File: config.mk
export PLATFORM = sky130hd
export DESIGN_NAME = camera_orientation_basis_core
export DESIGN_NICKNAME = d
export VERILOG_FILES = /design/src/hdl/camob_pkg.sv /design/src/hdl/camera_orientation_basis_core.sv
export SDC_FILE = /design/constraint.sdc
export NUM_CORES = 2
export LEC_CHECK = 0
export BUFFER_PORTS_ARGS = -buffer_cell sky130_fd_sc_hd__buf_2
export CORE_AREA = 2 2 381 383
export CTS_CLUSTER_DIAMETER = 60
export CTS_CLUSTER_SIZE = 20
export DETAILED_ROUTE_END_ITERATION = 16
export DIE_AREA = 0 0 383 385
export MAX_ROUTING_LAYER = met4
export PLACE_DENSITY_LB_ADDON = 0.08
export SYNTH_ARGS = -nofsm -noshare
export SYNTH_HDL_FRONTEND = slang
export SYNTH_SLANG_ARGS = --single-unit
export TNS_END_PERCENT = 5
File: constraint.sdc
create_clock -name clk -period 24.9 [get_ports clk]
set_input_delay 1.245 -clock clk [delete_from_list [all_inputs] [get_ports clk]]
set_output_delay 1.245 -clock clk [all_outputs]
set_load 0.005 [all_outputs]
File: src/hdl/camob_pkg.sv
// constants, widths and series divisor table for the camera orientation basis core
package camob_pkg;

  localparam int unsigned ANGLE_FRAC_BITS  = 7;
  localparam int unsigned VECTOR_FRAC_BITS = 15;
  localparam int unsigned FIELD_W          = 16;

  localparam int unsigned QUARTER_TURN = 90 << ANGLE_FRAC_BITS;
  localparam int unsigned HALF_TURN    = 180 << ANGLE_FRAC_BITS;
  localparam int unsigned FULL_TURN    = 360 << ANGLE_FRAC_BITS;
  localparam int unsigned PITCH_LIMIT  = 89 << ANGLE_FRAC_BITS;
  localparam int unsigned YAW_RESET    = 270 << ANGLE_FRAC_BITS;

  localparam int unsigned YAW_W   = $clog2(FULL_TURN);
  localparam int unsigned QA_W    = $clog2(QUARTER_TURN);
  localparam int unsigned PITCH_W = $clog2(PITCH_LIMIT + 1) + 1;
  localparam int unsigned YSUM_W  = $clog2(FULL_TURN + 32768) + 1;
  localparam int unsigned PSUM_W  = $clog2(PITCH_LIMIT + 32769) + 1;

  localparam int unsigned TRIG_W = 32;
  localparam int unsigned PROD_W = 2 * TRIG_W;
  localparam int unsigned Q_FRAC = 30;
  localparam logic [TRIG_W-1:0] ONE_Q30 = 32'h4000_0000;
  localparam logic [TRIG_W-1:0] PI_Q30  = 32'd3373259426;

  localparam int unsigned DIV_BITS   = 8;
  localparam int unsigned DIV_STEPS  = (QA_W + TRIG_W + DIV_BITS - 1) / DIV_BITS;
  localparam int unsigned DIV_W      = DIV_STEPS * DIV_BITS;
  localparam int unsigned TERM_STEPS = TRIG_W / DIV_BITS;
  localparam int unsigned DVR_W      = $clog2(HALF_TURN + 1);
  localparam int unsigned DCNT_W     = $clog2(DIV_STEPS + 1);

  localparam int unsigned SIN_TERMS = 7;
  localparam int unsigned COS_TERMS = 8;
  localparam int unsigned N_W       = 4;

  localparam int unsigned NUM_OUT    = 8;
  localparam int unsigned IDX_W      = $clog2(NUM_OUT);
  localparam int unsigned RND_SH     = 2 * Q_FRAC - VECTOR_FRAC_BITS;
  localparam int unsigned MAGR_W     = PROD_W + 1 - RND_SH;
  localparam int unsigned OUT_HI     = ((1 << VECTOR_FRAC_BITS) - 1 > 32767) ?
                                       32767 : (1 << VECTOR_FRAC_BITS) - 1;
  localparam int unsigned OUT_LO_MAG = ((1 << VECTOR_FRAC_BITS) > 32768) ?
                                       32768 : (1 << VECTOR_FRAC_BITS);

  // k(k+1) divisor of the n-th taylor term
  function automatic logic [7:0] taylor_div(input logic cos_ser, input logic [N_W-1:0] n);
    logic [7:0] d;
    d = 8'd1;
    if (cos_ser) begin
      unique case (n)
        4'd1: d = 8'd2;
        4'd2: d = 8'd12;
        4'd3: d = 8'd30;
        4'd4: d = 8'd56;
        4'd5: d = 8'd90;
        4'd6: d = 8'd132;
        4'd7: d = 8'd182;
        4'd8: d = 8'd240;
        default: d = 8'd1;
      endcase
    end else begin
      unique case (n)
        4'd1: d = 8'd6;
        4'd2: d = 8'd20;
        4'd3: d = 8'd42;
        4'd4: d = 8'd72;
        4'd5: d = 8'd110;
        4'd6: d = 8'd156;
        4'd7: d = 8'd210;
        default: d = 8'd1;
      endcase
    end
    return d;
  endfunction

endpackage

File: src/hdl/camera_orientation_basis_core.sv
// camera orientation basis core: yaw/pitch accumulation and fixed-point camera basis
// Usage:
//   input channel (in_valid, in_stall, yaw_delta, pitch_delta): one transfer adds the
//   deltas to the stored yaw and pitch. in_stall is high while an item is being worked.
//   output channel (out_valid, out_stall, forward/right/up fields, pitch_clamped): one
//   result per input, held stable while out_stall is high.
//   the core works one item at a time: in_stall stays high until the result moves to the
//   output register. The work is set by one shared 32x32 multiplier and an
//   8-bit-per-cycle divider working through 15 taylor terms for each of the two angles,
//   plus 8 output products.
//   a finished result sits in the output register; the next input is taken meanwhile,
//   and the core only waits at its last step if the previous result is still stalled.
//   reset: yaw returns to 270 degrees, pitch to zero, no result pending.
module camera_orientation_basis_core (
  input  logic                                 clk,
  input  logic                                 rst,
  input  logic                                 in_valid,
  output logic                                 in_stall,
  input  logic signed [camob_pkg::FIELD_W-1:0] yaw_delta,
  input  logic signed [camob_pkg::FIELD_W-1:0] pitch_delta,
  output logic                                 out_valid,
  input  logic                                 out_stall,
  output logic signed [camob_pkg::FIELD_W-1:0] forward_x,
  output logic signed [camob_pkg::FIELD_W-1:0] forward_y,
  output logic signed [camob_pkg::FIELD_W-1:0] forward_z,
  output logic signed [camob_pkg::FIELD_W-1:0] right_x,
  output logic signed [camob_pkg::FIELD_W-1:0] right_z,
  output logic signed [camob_pkg::FIELD_W-1:0] up_x,
  output logic signed [camob_pkg::FIELD_W-1:0] up_y,
  output logic signed [camob_pkg::FIELD_W-1:0] up_z,
  output logic                                 pitch_clamped
);
  import camob_pkg::*;

  localparam logic [2:0] ST_IDLE  = 3'd0;
  localparam logic [2:0] ST_WRAP  = 3'd1;
  localparam logic [2:0] ST_MWAIT = 3'd2;
  localparam logic [2:0] ST_MUSE  = 3'd3;
  localparam logic [2:0] ST_DIV   = 3'd4;
  localparam logic [2:0] ST_DDONE = 3'd5;
  localparam logic [2:0] ST_OLOAD = 3'd6;
  localparam logic [2:0] ST_FLUSH = 3'd7;

  localparam logic [1:0] P_ANGLE = 2'd0;
  localparam logic [1:0] P_SQ    = 2'd1;
  localparam logic [1:0] P_TERM  = 2'd2;
  localparam logic [1:0] P_OUT   = 2'd3;

  localparam logic signed [YSUM_W-1:0]  Y_FULL = YSUM_W'(FULL_TURN);
  localparam logic signed [PSUM_W-1:0]  P_MAX  = PSUM_W'(PITCH_LIMIT);
  localparam logic signed [PITCH_W-1:0] P_LIM  = PITCH_W'(PITCH_LIMIT);
  localparam logic [YAW_W-1:0] Q1 = YAW_W'(QUARTER_TURN);
  localparam logic [YAW_W-1:0] Q2 = YAW_W'(2 * QUARTER_TURN);
  localparam logic [YAW_W-1:0] Q3 = YAW_W'(3 * QUARTER_TURN);

  logic [2:0] state;
  logic [1:0] purpose;

  logic [YAW_W-1:0]          yaw;
  logic signed [PITCH_W-1:0] pitch;
  logic                      clamp_flag;
  logic signed [YSUM_W-1:0]  yaw_sum;
  logic [1:0]                quad;
  logic                      angle_pitch;

  logic signed [YSUM_W-1:0]  ysum_next;
  logic signed [PSUM_W-1:0]  psum;
  logic signed [PITCH_W-1:0] pitch_next;
  logic                      clamp_next;
  logic [YAW_W-1:0]          yaw_u;
  logic [1:0]                quad_next;
  logic [QA_W-1:0]           qrem_next;
  logic [PITCH_W-1:0]        pmag;

  logic [TRIG_W-1:0] mul_a;
  logic [TRIG_W-1:0] mul_b;
  logic [PROD_W-1:0] prod;

  logic [DIV_W-1:0]    div_reg;
  logic [DVR_W-1:0]    divisor;
  logic [DVR_W-1:0]    rem;
  logic [DVR_W-1:0]    rem_c;
  logic [DVR_W:0]      div_trial;
  logic [DIV_BITS-1:0] q_c;
  logic [DCNT_W-1:0]   div_cnt;
  logic [TRIG_W-1:0]   quot;

  logic [TRIG_W-1:0]        x;
  logic [TRIG_W-1:0]        x2;
  logic signed [TRIG_W-1:0] acc;
  logic signed [TRIG_W-1:0] acc_next;
  logic signed [TRIG_W-1:0] s_val;
  logic signed [TRIG_W-1:0] sy;
  logic signed [TRIG_W-1:0] cy;
  logic signed [TRIG_W-1:0] sp;
  logic signed [TRIG_W-1:0] cp;
  logic                     cos_ser;
  logic [N_W-1:0]           n;
  logic                     last_term;

  logic [IDX_W-1:0]         idx;
  logic                     out_neg;
  logic signed [TRIG_W-1:0] op_a;
  logic signed [TRIG_W-1:0] op_b;
  logic                     op_neg;
  logic [TRIG_W-1:0]        mag_a;
  logic [TRIG_W-1:0]        mag_b;
  logic [PROD_W:0]          rnd;
  logic [MAGR_W-1:0]        magr;
  logic [FIELD_W-1:0]       qval;
  logic [FIELD_W-1:0]       res_buf [NUM_OUT];

  assign in_stall = (state != ST_IDLE);

  // angle update
  always_comb begin
    ysum_next = YSUM_W'($signed({1'b0, yaw})) + YSUM_W'(yaw_delta);
    psum = PSUM_W'(pitch) + PSUM_W'(pitch_delta);
    clamp_next = 1'b0;
    pitch_next = PITCH_W'(psum);
    if (psum > P_MAX) begin
      pitch_next = P_LIM;
      clamp_next = 1'b1;
    end else if (psum < -P_MAX) begin
      pitch_next = -P_LIM;
      clamp_next = 1'b1;
    end
  end

  // quadrant split of the wrapped yaw
  always_comb begin
    yaw_u = yaw_sum[YAW_W-1:0];
    priority if (yaw_u >= Q3) begin
      quad_next = 2'd3;
      qrem_next = QA_W'(yaw_u - Q3);
    end else if (yaw_u >= Q2) begin
      quad_next = 2'd2;
      qrem_next = QA_W'(yaw_u - Q2);
    end else if (yaw_u >= Q1) begin
      quad_next = 2'd1;
      qrem_next = QA_W'(yaw_u - Q1);
    end else begin
      quad_next = 2'd0;
      qrem_next = QA_W'(yaw_u);
    end
  end

  assign pmag = pitch[PITCH_W-1] ? PITCH_W'(-pitch) : PITCH_W'(pitch);

  // restoring divider, several quotient bits per cycle
  always_comb begin
    rem_c = rem;
    q_c = '0;
    div_trial = '0;
    for (int i = 0; i < DIV_BITS; i++) begin
      div_trial = {rem_c, div_reg[DIV_W-1-i]};
      if (div_trial >= {1'b0, divisor}) begin
        rem_c = DVR_W'(div_trial - {1'b0, divisor});
        q_c[DIV_BITS-1-i] = 1'b1;
      end else begin
        rem_c = div_trial[DVR_W-1:0];
      end
    end
  end

  assign quot = div_reg[TRIG_W-1:0];
  assign acc_next = n[0] ? acc - $signed(quot) : acc + $signed(quot);
  assign last_term = cos_ser ? (n == N_W'(COS_TERMS)) : (n == N_W'(SIN_TERMS));

  // operands of each basis component
  always_comb begin
    unique case (idx)
      3'd0: begin op_a = cy; op_b = cp;               op_neg = 1'b0; end
      3'd1: begin op_a = sp; op_b = $signed(ONE_Q30); op_neg = 1'b0; end
      3'd2: begin op_a = sy; op_b = cp;               op_neg = 1'b0; end
      3'd3: begin op_a = sy; op_b = $signed(ONE_Q30); op_neg = 1'b1; end
      3'd4: begin op_a = cy; op_b = $signed(ONE_Q30); op_neg = 1'b0; end
      3'd5: begin op_a = cy; op_b = sp;               op_neg = 1'b1; end
      3'd6: begin op_a = cp; op_b = $signed(ONE_Q30); op_neg = 1'b0; end
      3'd7: begin op_a = sy; op_b = sp;               op_neg = 1'b1; end
      default: begin op_a = '0; op_b = '0; op_neg = 1'b0; end
    endcase
    mag_a = op_a[TRIG_W-1] ? $unsigned(-op_a) : $unsigned(op_a);
    mag_b = op_b[TRIG_W-1] ? $unsigned(-op_b) : $unsigned(op_b);
  end

  // round half away from zero and saturate
  always_comb begin
    rnd = {1'b0, prod} + ((PROD_W + 1)'(1) << (RND_SH - 1));
    magr = rnd[PROD_W:RND_SH];
    if (out_neg) begin
      if (magr > MAGR_W'(OUT_LO_MAG)) begin
        qval = FIELD_W'(-OUT_LO_MAG);
      end else begin
        qval = -(FIELD_W'(magr));
      end
    end else begin
      if (magr > MAGR_W'(OUT_HI)) begin
        qval = FIELD_W'(OUT_HI);
      end else begin
        qval = FIELD_W'(magr);
      end
    end
  end

  always_ff @(posedge clk) begin
    prod <= PROD_W'(mul_a) * PROD_W'(mul_b);
  end

  always_ff @(posedge clk) begin
    if (rst) begin
      state     <= ST_IDLE;
      out_valid <= 1'b0;
      yaw       <= YAW_W'(YAW_RESET);
      pitch     <= '0;
    end else begin
      if (out_valid && !out_stall && (state != ST_FLUSH)) begin
        out_valid <= 1'b0;
      end
      unique case (state)
        ST_IDLE: begin
          if (in_valid) begin
            yaw_sum    <= ysum_next;
            pitch      <= pitch_next;
            clamp_flag <= clamp_next;
            state      <= ST_WRAP;
          end
        end
        ST_WRAP: begin
          if (yaw_sum[YSUM_W-1]) begin
            yaw_sum <= yaw_sum + Y_FULL;
          end else if (yaw_sum >= Y_FULL) begin
            yaw_sum <= yaw_sum - Y_FULL;
          end else begin
            yaw         <= yaw_u;
            quad        <= quad_next;
            mul_a       <= TRIG_W'(qrem_next);
            mul_b       <= PI_Q30;
            angle_pitch <= 1'b0;
            purpose     <= P_ANGLE;
            state       <= ST_MWAIT;
          end
        end
        ST_MWAIT: begin
          state <= ST_MUSE;
        end
        ST_MUSE: begin
          unique case (purpose)
            P_ANGLE: begin
              div_reg <= prod[DIV_W-1:0];
              divisor <= DVR_W'(HALF_TURN);
              rem     <= '0;
              div_cnt <= DCNT_W'(DIV_STEPS);
              state   <= ST_DIV;
            end
            P_SQ: begin
              x2      <= prod[Q_FRAC+TRIG_W-1:Q_FRAC];
              acc     <= $signed(x);
              n       <= N_W'(1);
              cos_ser <= 1'b0;
              mul_a   <= x;
              mul_b   <= prod[Q_FRAC+TRIG_W-1:Q_FRAC];
              purpose <= P_TERM;
              state   <= ST_MWAIT;
            end
            P_TERM: begin
              div_reg <= {prod[Q_FRAC+TRIG_W-1:Q_FRAC], (DIV_W - TRIG_W)'(0)};
              divisor <= DVR_W'(taylor_div(cos_ser, n));
              rem     <= '0;
              div_cnt <= DCNT_W'(TERM_STEPS);
              state   <= ST_DIV;
            end
            P_OUT: begin
              res_buf[idx] <= qval;
              if (idx == IDX_W'(NUM_OUT - 1)) begin
                state <= ST_FLUSH;
              end else begin
                idx   <= idx + 1'b1;
                state <= ST_OLOAD;
              end
            end
            default: state <= ST_IDLE;
          endcase
        end
        ST_DIV: begin
          div_reg <= {div_reg[DIV_W-DIV_BITS-1:0], q_c};
          rem     <= rem_c;
          div_cnt <= div_cnt - 1'b1;
          if (div_cnt == DCNT_W'(1)) begin
            state <= ST_DDONE;
          end
        end
        ST_DDONE: begin
          if (purpose == P_ANGLE) begin
            x       <= quot;
            mul_a   <= quot;
            mul_b   <= quot;
            purpose <= P_SQ;
            state   <= ST_MWAIT;
          end else if (!last_term) begin
            acc   <= acc_next;
            n     <= n + 1'b1;
            mul_a <= quot;
            mul_b <= x2;
            state <= ST_MWAIT;
          end else if (!cos_ser) begin
            s_val   <= acc_next;
            cos_ser <= 1'b1;
            n       <= N_W'(1);
            acc     <= $signed(ONE_Q30);
            mul_a   <= ONE_Q30;
            mul_b   <= x2;
            state   <= ST_MWAIT;
          end else if (!angle_pitch) begin
            unique case (quad)
              2'd0: begin sy <= s_val;     cy <= acc_next;  end
              2'd1: begin sy <= acc_next;  cy <= -s_val;    end
              2'd2: begin sy <= -s_val;    cy <= -acc_next; end
              2'd3: begin sy <= -acc_next; cy <= s_val;     end
              default: begin sy <= s_val;  cy <= acc_next;  end
            endcase
            angle_pitch <= 1'b1;
            mul_a       <= TRIG_W'(pmag);
            mul_b       <= PI_Q30;
            purpose     <= P_ANGLE;
            state       <= ST_MWAIT;
          end else begin
            sp    <= pitch[PITCH_W-1] ? -s_val : s_val;
            cp    <= acc_next;
            idx   <= '0;
            state <= ST_OLOAD;
          end
        end
        ST_OLOAD: begin
          mul_a   <= mag_a;
          mul_b   <= mag_b;
          out_neg <= op_neg ^ op_a[TRIG_W-1] ^ op_b[TRIG_W-1];
          purpose <= P_OUT;
          state   <= ST_MWAIT;
        end
        ST_FLUSH: begin
          if (!out_valid || !out_stall) begin
            forward_x     <= res_buf[0];
            forward_y     <= res_buf[1];
            forward_z     <= res_buf[2];
            right_x       <= res_buf[3];
            right_z       <= res_buf[4];
            up_x          <= res_buf[5];
            up_y          <= res_buf[6];
            up_z          <= res_buf[7];
            pitch_clamped <= clamp_flag;
            out_valid     <= 1'b1;
            state         <= ST_IDLE;
          end
        end
        default: state <= ST_IDLE;
      endcase
    end
  end

  a_yaw_range: assert property (@(posedge clk) disable iff (rst)
    yaw < YAW_W'(FULL_TURN))
    else $error("yaw angle out of range");

  a_pitch_range: assert property (@(posedge clk) disable iff (rst)
    (pitch <= P_LIM) && (pitch >= -P_LIM))
    else $error("pitch angle beyond limit");

  a_div_rem: assert property (@(posedge clk) disable iff (rst)
    (state == ST_DIV) |-> (rem < divisor))
    else $error("divider remainder not below divisor");

  a_busy_after_take: assert property (@(posedge clk) disable iff (rst)
    (in_valid && !in_stall) |=> in_stall)
    else $error("input taken but core not busy");

  a_result_from_flush: assert property (@(posedge clk) disable iff (rst)
    $rose(out_valid) |-> ($past(state) == ST_FLUSH))
    else $error("result presented outside flush");

endmodule
==> qor.csv <==
stage,metric,value,unit
critical_path,crit path DAT,23.32,ns
global_routing,largest net degree at the start of global routing,87,
clocking,Max Root-Sink Buffers,3,
detailed_routing,drt drc,0,
layout,Layout area overhead,6.74,%
critical_path,Worst setup EP type,flop,
layout,final non-filler cell total,9956,
timing,clk_skew,0.0790,ns
yosys,"FFs w/ async S/R, synth",0,%
global_routing,GRT Util Overall,33.4,%
critical_path,Critical Path RT,25.26,ns
yosys,main combinational cell family by area after synthesis,adder cells,
detailed_routing,post-route ant nets,0,
yosys,number of synthesized flops with an enable pin,685,
yosys,syn_area_per_cell,9.58,µm²
detailed_routing,Pre-Repair DR Iteration Count,7,
yosys,mux contribution to synthesized area,1.38,%
min_path,Worst Hold Class,flop to flop,
layout,area of the multi-input gates,48500,µm²
timing,setup TNS,0,ns
critical_path,Crit path largest cell delay,0.63,ns
clocking,clk sinks,792,
clocking,H-tree depth,3,
floorplanning,core box area,143000,µm²
detailed_routing,routed vias/inst,5.89,
detailed_routing,vias,58681,
timing,FMAX,43.6,MHz
layout,Sequential Area,22700,µm²
floorplanning,Die Area,147000,µm²
critical_path,CP most frequent cell,o21ai_0,
global_routing,first-pass GRT wire length,361000,µm
floorplanning,die span in x,383,µm
timing,final setup fails,0,
critical_path,r2r setup slk,1.94,ns
placed_design,# port buffers,166,
layout,filler cell count,12757,
clocking,CTS buffer count,66,
timing,Worst slew margin,9.93,%
yosys,post-synthesis cell area,77000,µm²
layout,max FFs per register,128,
clocking,CTS clock-pin slew for the worst setup and hold paths,0.08,ns
timing,Tcrit/Tclk final,92.2,%
yosys,Synth area leader,edfxtp_1,
critical_path,Reg-to-Reg Start,divisor[12]$_DFFE_PP_,
critical_path,Stages on worst setup path,104,
floorplanning,Initial Util,53.8,%
timing,post-layout min period,22.96,ns
critical_path,R2R Path End,rem[6]$_SDFFCE_PN0P_,
critical_path,Bufs and invs on worst path,7,
critical_path,Crit Path Class,flop to flop,
critical_path,slowest CP cell,o31ai_1,
clocking,hold-fix buffers at CTS,0,
yosys,synth top area cells,"edfxtp_1, fa_1, ha_1, nand2_1, inv_1",
clocking,Clock Latency Late Sink,0.69,ns
critical_path,Setup crit end,rem[6]$_SDFFCE_PN0P_,
layout,# nets final,9403,
placed_design,GPL Wtd Cong,0.944,
yosys,Post-Synth Simple-Gate Area,15.5,%
yosys,Post-Synth Adder-Cell Area,31.1,%
critical_path,CP Max Fanout,32,
timing,RSZ-0062 raised after global routing,no,
global_routing,grt ovf,0,
layout,layout cells sized above 1,6.68,%
global_routing,antenna violations before repair,3,
floorplanning,Chip Height,385,µm
clocking,CTS tree,done,
placed_design,placed cell count,9831,
timing,Slew @ Worst Pin,1.34,ns
detailed_routing,Routed WL,236000,µm
yosys,area share of the leading cell type in the synthesized netlist,26.7,%
min_path,WHS Path Cells,0,
yosys,Yosys warnings,0,
yosys,post-synthesis sequential area ratio,29.5,%
floorplanning,Core Rows,139,
global_routing,vias in the first global route,58982,
critical_path,cell family with most CP delay,compound AO/OA/AOI/OAI gates,
timing,Fin Hold WS,0.418,ns
critical_path,crit path launch,divisor[12]$_DFFE_PP_,
critical_path,Critical Path Start Type,flop,
yosys,Synth Flop Type,edfxtp_1,
timing,Final Hold Viols,0,
clocking,Root Buffer Master,clkbuf_16,
yosys,post-synthesis compound-gate area fraction,10.7,%
floorplanning,# IOs,167,
run_status,status,finished clean,
timing,Max Slew Vio Count,0,
detailed_routing,wire length per cell,23.7,µm
yosys,"flops & latches, synth",792,
run,Max Cap Viol,0,
yosys,Syn Inst Count,8031,
critical_path,Reg2Reg Depth,104,
yosys,xor/xnor share of the synthesized area,4.22,%
placed_design,DP HPWL,171000,µm
yosys,Syn Nets,9434,
detailed_routing,initial drt markers,5225,
yosys,post-synth cell types,110,
## logic make-up after synthesis
group                      after synthesis
xor gates and xnor gates               371
muxes                                   97
DFF                                    792
buffers and inverters                 1560
and+or+nand+nor                       2571
AOI/OAI and AO/OA                     1273
adders and majority gates             1367
## worst min-delay path by stage
stage | slack, ns | startpoint | endpoint
4_1_cts | 0.42 | res_buf[6][9]$_DFFE_PP_ | up_y[9]$_DFFE_PP_
6_report | 0.42 | res_buf[6][9]$_DFFE_PP_ | up_y[9]$_DFFE_PP_
5_1_grt | 0.41 | res_buf[6][9]$_DFFE_PP_ | up_y[9]$_DFFE_PP_
3_3_place_gp | 0.40 | res_buf[3][15]$_DFFE_PP_ | right_x[15]$_DFFE_PP_
2_1_floorplan | 0.40 | res_buf[0][0]$_DFFE_PP_ | forward_x[0]$_DFFE_PP_
3_5_place_dp | 0.40 | res_buf[0][13]$_DFFE_PP_ | forward_x[13]$_DFFE_PP_
## routing by layer
| metal | vias to the layer above | wire length, µm | track usage [%] | share of wire [%] |
|---|---|---|---|---|
| met1 | 29346 | 95900 | 43.1 | 41 |
| met2 | 2477 | 109000 | 52.0 | 46 |
| met4 | 0 | 10900 | 13.1 | 4.6 |
| met5 | - | 0 | - | 0 |
| met3 | 479 | 20300 | 6.52 | 8.6 |
| li1 | 26379 | - | - | - |
## per-stage QoR
| step | util, % | worst slack (ns) | area [µm²] |
|---|---|---|---|
| final | 57.4 | 1.94 | 82200 |
| after floorplan | - | 2.91 | 77000 |
| after detailed placement | 55.8 | 1.55 | 79800 |
| after global routing | 57.4 | 0.0947 | 82100 |
| after global placement | 55.8 | 1.64 | 79800 |
| after CTS | 57.4 | 1.50 | 82100 |
## synth_stat cells, types with 37 or more instances
cell type / instances
nor2_1: 371
nand2_1: 1249
nand2b_1: 62
or3_1: 73
inv_1: 1138
clkbuf_1: 388
nor2b_1: 52
o21ai_0: 372
xor2_1: 113
a21oi_1: 328
fa_1: 907
nor3_1: 120
nand4_1: 37
mux2i_1: 72
and2_1: 343
nand3_1: 103
a21o_1: 66
xnor2_1: 258
edfxtp_1: 685
a211oi_1: 46
dfxtp_1: 107
ha_1: 460
## layout by cell type (no fill, tap or decap), drive strengths merged, types with 52 or more instances in the layout
cell    netlist  layout
a21oi       330     330
xnor2       258     258
mux2i        75      75
nor2        372     372
nand2      1250    1250
fa          907     907
dfxtp       107     107
clkbuf      388      77
or3          73      73
edfxtp      685     685
a21o         66      66
inv        1138    1155
xor2        113     113
ha          460     460
buf          34     323
a211oi       52      52
nand2b       62      62
o21ai       382     382
and2        344     344
nor3        121     121
nor2b        52      52
nand3       104     104
## repair_timing
action                                  CTS  global route
endpoints found under the setup margin    0            16
setup buffers                             0             4
resized for setup                         0             6
## area by class of cell
cell class	instances	area share, %
well taps	1903	2.90
multi-input cells	5679	59.0
diodes	3	0.00914
inverters	1138	5.20
repair buffers	323	2.46
clock buffers	77	2.11
flip-flops and latches	792	27.6
clock inverters	41	0.656
Power is left out: the tool's default activity adds up to more than one toggle a clock period on the data nets, which glitch-free logic cannot reach.
